$ cat src/hw/rtl/fbfe_pkg.sv
// Shared types, command codes and clipping helper for the framebuffer fill engine.
package fbfe_pkg;

	// Command codes carried in the opcode field
	localparam logic [1:0] OP_WRITE = 2'd0;
	localparam logic [1:0] OP_READ  = 2'd1;
	localparam logic [1:0] OP_FILL  = 2'd2;
	localparam logic [1:0] OP_CLEAR = 2'd3;

	// Coordinate and color widths fixed by the command format
	localparam int COORD_W = 7;
	localparam int COLOR_W = 3;

	// Reset value of both size registers
	localparam logic [COORD_W-1:0] SIZE_RESET = 7'd64;

	// One clipped axis of a rectangle
	typedef struct packed {
		logic [COORD_W-1:0] lo;
		logic [COORD_W-1:0] hi;
		logic               empty;
	} span_t;

	// Sweep request from the command logic to the raster counter
	typedef struct packed {
		logic               start;
		logic [COORD_W-1:0] lo_x;
		logic [COORD_W-1:0] hi_x;
		logic [COORD_W-1:0] lo_y;
		logic [COORD_W-1:0] hi_y;
		logic [COLOR_W-1:0] color;
	} sweep_cmd_t;

	// Raster counter status back to the command logic
	typedef struct packed {
		logic               busy;
		logic               last;
		logic [COORD_W-1:0] col;
		logic [COORD_W-1:0] row;
		logic [COLOR_W-1:0] color;
	} sweep_stat_t;

	// Clip the span [org, org + len) against [0, lim)
	function automatic span_t clip_span(input logic [7:0] org, input logic [7:0] len,
			input logic [COORD_W-1:0] lim);
		logic signed [9:0] lo_s;
		logic signed [9:0] hi_s;
		logic signed [9:0] lim_s;
		span_t             s;
		lo_s  = org[7] ? 10'sd0 : signed'({3'b000, org[6:0]});
		hi_s  = signed'({{2{org[7]}}, org}) + signed'({2'b00, len});
		lim_s = signed'({3'b000, lim});
		if (hi_s > lim_s) begin
			hi_s = lim_s;
		end
		s.lo    = lo_s[COORD_W-1:0];
		s.hi    = hi_s[COORD_W-1:0];
		s.empty = (hi_s <= lo_s);
		return s;
	endfunction

endpackage

$ cat src/hw/rtl/fbfe_raster.sv
// Raster counter that walks a clipped rectangle one pixel per cycle.
module fbfe_raster (
	input  logic                clk,
	input  logic                arst_n,
	input  fbfe_pkg::sweep_cmd_t cmd,
	output fbfe_pkg::sweep_stat_t stat
);
	import fbfe_pkg::*;

	logic               busy_q;
	logic [COORD_W-1:0] fill_column_q;
	logic [COORD_W-1:0] fill_row_q;
	logic [COORD_W-1:0] lo_x_q;
	logic [COORD_W-1:0] hi_x_q;
	logic [COORD_W-1:0] hi_y_q;
	logic [COLOR_W-1:0] color_q;
	logic               col_last;
	logic               row_last;

	assign col_last = (fill_column_q == hi_x_q - 7'd1);
	assign row_last = (fill_row_q == hi_y_q - 7'd1);

	// Advance column, wrap to the next row, drop busy after the last pixel
	always_ff @(posedge clk or negedge arst_n) begin
		if (!arst_n) begin
			busy_q        <= 1'b0;
			fill_column_q <= '0;
			fill_row_q    <= '0;
		end else if (cmd.start) begin
			busy_q        <= 1'b1;
			fill_column_q <= cmd.lo_x;
			fill_row_q    <= cmd.lo_y;
		end else if (busy_q) begin
			if (col_last) begin
				if (row_last) begin
					busy_q        <= 1'b0;
					fill_column_q <= '0;
					fill_row_q    <= '0;
				end else begin
					fill_column_q <= lo_x_q;
					fill_row_q    <= fill_row_q + 7'd1;
				end
			end else begin
				fill_column_q <= fill_column_q + 7'd1;
			end
		end
	end

	// Hold rectangle bounds and color for the sweep
	always_ff @(posedge clk) begin
		if (cmd.start) begin
			lo_x_q  <= cmd.lo_x;
			hi_x_q  <= cmd.hi_x;
			hi_y_q  <= cmd.hi_y;
			color_q <= cmd.color;
		end
	end

	assign stat.busy  = busy_q;
	assign stat.last  = busy_q & col_last & row_last;
	assign stat.col   = fill_column_q;
	assign stat.row   = fill_row_q;
	assign stat.color = color_q;

endmodule

$ cat config.mk
export PLATFORM = sky130hd
export DESIGN_NAME = fbfe_raster
export DESIGN_NICKNAME = d
export VERILOG_FILES = /design/src/hw/rtl/fbfe_pkg.sv /design/src/hw/rtl/fbfe_raster.sv
export SDC_FILE = /design/constraint.sdc
export NUM_CORES = 1
export LEC_CHECK = 0
export BUFFER_PORTS_ARGS = -buffer_cell sky130_fd_sc_hd__buf_4
export CORE_MARGIN = 4
export CORE_UTILIZATION = 50
export CTS_CLUSTER_DIAMETER = 40
export CTS_CLUSTER_SIZE = 30
export DETAILED_ROUTE_END_ITERATION = 10
export GPL_TIMING_DRIVEN = 0
export PLACE_DENSITY = 0.75
export RECOVER_POWER = 100
export SLEW_MARGIN = 0
export SYNTH_ARGS = -nofsm -noshare
export SYNTH_HDL_FRONTEND = slang
export SYNTH_SLANG_ARGS = --single-unit
$ cat constraint.sdc
create_clock -name clk -period 2.6 [get_ports clk]
set_input_delay 0.13 -clock clk [delete_from_list [all_inputs] [get_ports clk]]
set_output_delay 0.13 -clock clk [all_outputs]
set_load 0.1 [all_outputs]
==> out/qor.yml, run 1 <==
min_to: "hi_x_q[3]"
crit_type: "register to output pin"
violations: "capacitance limit, slew limit"
detail-route-antenna-nets: 0
cts_buffers: 5
required_ps: 2470
final_net_count: 322
grt_max_degree: 30
outcome: "finished with violations"
die_h_um: 73.7
place_ws_ps: -38.9
diodes: 0
core_area_mm2: 0.00409
grt_pass1_wl_um: 9140
total_power_uw: 2000
syn_area_mm2: 0.00216
synth_edf_count: 24
io_pins: 53
crit_path_start_kind: "register"
syn-num-nets: 243
yosys_warnings: 0
synth_ff_type: "edfxtp_1"
multi_input_area_um2: 960
layout.area.seq_mm2: 0.00110
drt-vias-per-instance: 5.65
die_area_mm2: 0.00544
setup_ws_ps: 52.1
dieWidth_um: 73.7
wl_met3_um: 306
clk_latency_ps: 300
fin_cells: 335
yosysSeqAreaShare_pct: 50.7
ys_seq_elements: 39
cts_tree: "done"
fmax_mhz: 392
rrSetupSlack_ps: 180
syn_inst: 205
first_pass_iters: 4
period_minus_slack_ps: 2550
grt_pass1_vias: 1956
rows: 23
reg2reg_to: "fill_column_q[5]"
met2_length_um: 2680
hpwl_um: 3730
gr-total-overflow: 0
synth.area.top_cells: "edfxtp_1 33%, dfrtp_1 17%, xnor2_1 4.9%, nand4_1 4.1%, xor2_1 4.1%"
reg2reg_depth: 8
clk_pin_slew_worst_paths_ps: 80
drive_gt1_share_pct: 20.0
clkSinkCount: 39
min_path_type: "primary input to register"
setup_viol_count_final: 0
routabilityCongestion: 0.827
leakage_uw: 0.00110
ys_types: 41
p_per_area_mw_per_mm2: 695
cts_buffer_depth: 2
area_growth_pct: 33.4
fillers: 334
tightest_slew_ps: 1520
ir_drop_mv: 0.502
drtIter0Drc: 176
vias: 1894
drcViolationCount: 0
drt-met1-wl_um: 2390
dpl.cell_count: 307
clockRootBuffer: "clkbuf_8"
grt_antenna_before_repair: 0
cap_violations: 1
grt_usage_pct: 21.9
timing.final.max_slew_violations: 30
start_util_pct: 52.9
synth_area_per_cell_um2: 10.5
cts_htree_levels: 2
skew_ps: 2.46
worstPathArrival_ps: 2420
synthArstFlopShare_pct: 38.5
hold_path_depth: 1
regToRegStartpoint: "hi_x_q[3]"
hold_viol_final: 0
cp_max_fo: 2
synth_top_area_share_pct: 33.4
finalWirelength_um: 5440
synth_top_area_cell: "edfxtp_1"
rsz0062_at_grt: "yes"
io_buffers: 52
end_kind: "output pin"
wire_per_inst_um: 16.3
max-slew-margin-rel_pct: -1.17
finalCritPeriodShare_pct: 98.0
hp-start: "cmd[20]"
top_layer_used: "met4"
-- flip-flops by register name (all words and copies together) (netlist names) --
signal,flops
busy_q,1
color_q,3
fill_column_q,7
fill_row_q,7
hi_x_q,7
hi_y_q,7
lo_x_q,7
-- Yosys cell counts, drive strengths merged, types with 2 or more instances --
cell,instances
nor3,8
nand2,8
nand2b,5
buf,6
or3,5
xnor2,12
xor2,10
nand3,12
nor3b,7
clkbuf,8
nor2,11
nand4,14
nand3b,2
o31ai,3
ha,4
edfxtp,24
a21oi,8
a31oi,2
dfrtp,15
o211ai,4
nor2b,2
inv,12
o311ai,6
a32oi,4
-- worst max-delay path by stage --
stage	from	slack, ps	cells past startpoint	endpoint
after floorplan	hi_x_q[2]	60	7	stat[17]
after global placement	hi_x_q[2]	-50	8	stat[17]
after detailed placement	hi_x_q[2]	-40	8	stat[17]
after CTS	hi_y_q[0]	20	9	stat[17]
after global routing	hi_x_q[3]	-40	8	stat[17]
final	hi_x_q[3]	50	8	stat[17]
-- through the flow --
step / setup TNS [ps] / cell area [um2] / util [%] / hold slack [ps]
2_1_floorplan: 0 / 2160 / - / -166
3_3_place_gp: -52.1 / 2620 / 64.1 / 1.49
3_5_place_dp: -38.9 / 2620 / 64.1 / 3.25
4_1_cts: 0 / 2940 / 72.0 / 0.0927
5_1_grt: -42.3 / 2880 / 70.5 / 24.1
6_report: 0 / 2880 / 70.5 / 27.7
-- timing repair --
action / 4_1_cts / 5_1_grt
endpoints found under the hold margin: 27 / 1
endpoints found under the setup margin: 1 / 1
resized for setup: 7 / 4
setup buffers: 5 / 1
pin swaps: 4 / 0
hold buffers: 13 / 1
-- routing by layer --
metal	vias to the layer above	GRT usage [%]
met5	-	0
met1	914	28.3
met3	6	4.92
li1	918	-
met4	0	8.65
met2	56	35.6
-- cells by family (layout without fill, tap and decap cells) --
logic type,count (synthesis),in the layout,synth area share (%)
and+or+nand+nor,81,81,21.4
adders and majority gates,4,4,2.32
xor gates and xnor gates,22,22,8.92
buffers and inverters,26,106,5.50
DFF,39,39,50.7
AOI/OAI and AO/OA,32,32,10.7
muxes,1,1,0.463
-- where the power goes --
group,internal [uW],switching (uW),leakage [uW],total [uW]
combinational,175,419,0.000634,594
sequential,725,69.2,0.000405,795
clock,383,230,0.0000644,613
-- layout by cell type, fill, tap and decap left out, drive strengths merged, types with 2 or more instances in the layout --
cell and count:
nand2 8, nand3 12, nor3 8, nor3b 7, a31oi 2, nand3b 2
xor2 10, xnor2 12, nor2 11, a32oi 4, edfxtp 24, or3 5
bufinv 2, ha 4, nor2b 2, buf 20, clkbuf 57, dlygate4sd3 14
nand2b 5, a21oi 8, inv 12, o211ai 4, dfrtp 15, nand4 14
o31ai 3, o311ai 6
-- layout make-up --
type | count | area share (%)
Inverter | 12 | 1.56
Clock buffer | 5 | 2.39
Timing Repair Buffer | 72 | 17.3
Clock inverter | 3 | 2.34
Buffer | 14 | 2.82
Multi-Input combinational cell | 140 | 33.3
Tap cell | 50 | 2.17
Sequential cell | 39 | 38.1
-- critical path, cell delays in order, from the launching register on --
cell and delay (ps):
edfxtp_1 400, or3_4 410, or4_1 400, a21oi_1 130
and4_4 220, and2_4 140, buf_6 90, and2b_2 160
buf_12 170
No activity file was read; power rests on OpenSTA's default activity.
==> inputs of run 2 (changes only) <==
--- a/config.mk
+++ b/config.mk
@@ -6,13 +6,15 @@
 export NUM_CORES = 1
 export LEC_CHECK = 0
 export BUFFER_PORTS_ARGS = -buffer_cell sky130_fd_sc_hd__buf_4
+export CELL_PAD_IN_SITES_DETAIL_PLACEMENT = 0
+export CELL_PAD_IN_SITES_GLOBAL_PLACEMENT = 1
 export CORE_MARGIN = 4
-export CORE_UTILIZATION = 50
+export CORE_UTILIZATION = 41
 export CTS_CLUSTER_DIAMETER = 40
 export CTS_CLUSTER_SIZE = 30
 export DETAILED_ROUTE_END_ITERATION = 10
 export GPL_TIMING_DRIVEN = 0
-export PLACE_DENSITY = 0.75
+export PLACE_DENSITY_LB_ADDON = 0.1
 export RECOVER_POWER = 100
 export SLEW_MARGIN = 0
 export SYNTH_ARGS = -nofsm -noshare
==> out/qor.yml, run 2 (synthesis results as in run 1) <==
skew_ps: 6.76  # +4.31 ps
max-slew-margin-rel_pct: -3.63  # -2.5 points
path_cells: "or3_4, or4_4, a21oi_2, and4_4, and2_4, buf_6, and2b_2, buf_12"
cap_violations: 1  # unchanged
cp_top_family: "simple AND/OR/NAND/NOR gates"
layout_commonest_cell: "clkbuf_1"
layout_common_cells: "30 x clkbuf_1, 24 x edfxtp_1, 23 x clkbuf_4"
min_path_type: "primary input to register"
worstPathArrival_ps: 2460  # +40 ps
clkSinkCount: 39  # unchanged
dieWidth_um: 80.6  # +9.3%
clk_pin_slew_worst_paths_ps: 80  # about the same
io_pins: 53  # unchanged
setup_viol_count_final: 0  # unchanged
multi_input_area_um2: 957  # -0.26%
clk_latency_ps: 290  # about the same
cts_tree: "done"
timing.final.max_slew_violations: 30  # unchanged
wire_per_inst_um: 15.1  # -7.0%
rsz0062_at_grt: "yes"
p_per_area_mw_per_mm2: 705  # +1.4%
period_minus_slack_ps: 2590  # +45.1 ps
cp.depth: 8  # unchanged
total_power_uw: 1970  # -1.6%
tightest_slew_ps: 1550  # +36.9 ps
die_h_um: 80.6  # +9.3%
io_buffers: 52  # unchanged
routabilityCongestion: 0.798  # -3.5%
cp_max_fo: 2  # unchanged
drive_gt1_share_pct: 21.8  # +1.8 points
drtIter0Drc: 89  # -49%
detail-route-antenna-nets: 0  # unchanged
layout.area.seq_mm2: 0.00110  # unchanged
violations: "capacitance limit, slew limit"
ir_drop_mv: 0.328  # -35%
diodes: 0  # unchanged
hold_path_depth: 1  # unchanged
required_ps: 2470  # about the same
area_growth_pct: 29.4
final_net_count: 312  # -3.1%
die_area_mm2: 0.00650  # +19%
outcome: "finished with violations"
clockRootBuffer: "clkbuf_8"
grt_pass1_wl_um: 8490  # -7.0%
start_util_pct: 42.3  # -11 points
first_pass_iters: 4  # unchanged
end_kind: "output pin"
finalWirelength_um: 5210  # -4.2%
drt-vias-per-instance: 5.31  # -6.0%
grt_antenna_before_repair: 0  # unchanged
path_buf_inv: 2  # unchanged
grt_usage_pct: 17.1  # -4.9 points
rows: 26  # +13%
crit_path_start_kind: "register"
cp_slowest_cell: "or4_4"
tns_ps: 0  # unchanged
cts_htree_levels: 2  # unchanged
crit_type: "register to output pin"
fillers: 494  # +48%
reg2reg_depth: 8  # unchanged
gr-total-overflow: 0  # unchanged
drcViolationCount: 0  # unchanged
max_stage_delay_ps: 480  # +70 ps
cts_buffer_depth: 2  # unchanged
finalCritPeriodShare_pct: 99.7  # +1.7 points
grt_pass1_vias: 1749  # -11%
leakage_uw: 0.00107  # -3.1%
hpwl_um: 3670  # -1.7%
fmax_mhz: 386  # -1.7%
grt_max_degree: 30  # unchanged
hold_viol_final: 0  # unchanged
cts_buffers: 5  # unchanged
vias: 1833  # -3.2%
core_area_mm2: 0.00511  # +25%
[run 2: worst paths after layout]
| kind | from | end | slack, ps |
|---|---|---|---|
| min in group asynchronous | arst_n | fill_row_q[5] | 480 |
| max in group asynchronous | arst_n | fill_column_q[5] | 1510 |
| worst min register to register | lo_x_q[1] | fill_column_q[1] | 530 |
| worst max register to register | hi_x_q[3] | fill_row_q[6] | 260 |
| worst min-delay path | cmd[6] | hi_y_q[3] | 30 |
| worst max-delay path | hi_x_q[3] | stat[17] | 7 |
[run 2: metal layers]
layer	wire, um	GRT usage (%)
met1	2390	24.2
met2	2520	26.6
met3	237	3.14
met4	72	4.73
met5	0	0
[run 2: power breakdown]
group	total (uW)	internal (uW)	switching, uW	leakage [uW]
combinational	580	165	415	0.000598
sequential	795	725	69.7	0.000405
clock	595	384	212	0.0000654
total	1970	1270	697	0.00107
[run 2: final cells by class]
cell class / count / share of cell area [%]
Timing Repair Buffer: 62 / 14.4
Buffer: 14 / 2.60
Sequential cell: 39 / 39.3
Multi-Input combinational cell: 140 / 34.2
Clock inverter: 2 / 2.15
Tap cell: 70 / 3.13
Clock buffer: 6 / 2.60
Inverter: 12 / 1.61
[run 2: through the flow]
step                      util (%)  instance area (um2)  hold WS, ps  setup WS, ps  instances
after floorplan                  -                 2160         -166          58.0        205
after global placement        51.7                 2640         10.9         -42.5        327
after detailed placement      51.7                 2640         9.67         -38.7        327
after CTS                     55.9                 2860         6.33         -6.08        342
after global routing          54.8                 2800         22.2         -69.8        345
final                         54.8                 2800         33.6          7.05        345
[run 2: repair_timing]
| action | 4_1_cts | 5_1_grt |
|---|---|---|
| buffers inserted | 6 | 1 |
| gates resized for setup | 7 | 4 |
| pin swaps | 3 | 0 |
| setup endpoints to repair | 1 | 1 |
| hold buffers | 1 | 2 |
| endpoints found under the hold margin | 15 | 2 |
[run 2: worst register-to-register path: stages, from the launching register on]
cell and delay [ps]:
edfxtp_1 400, or3_4 380, or4_4 480, a21oi_2 130
and4_4 220, buf_4 120, clkbuf_2 220, nand4_1 110
o311ai_0 140
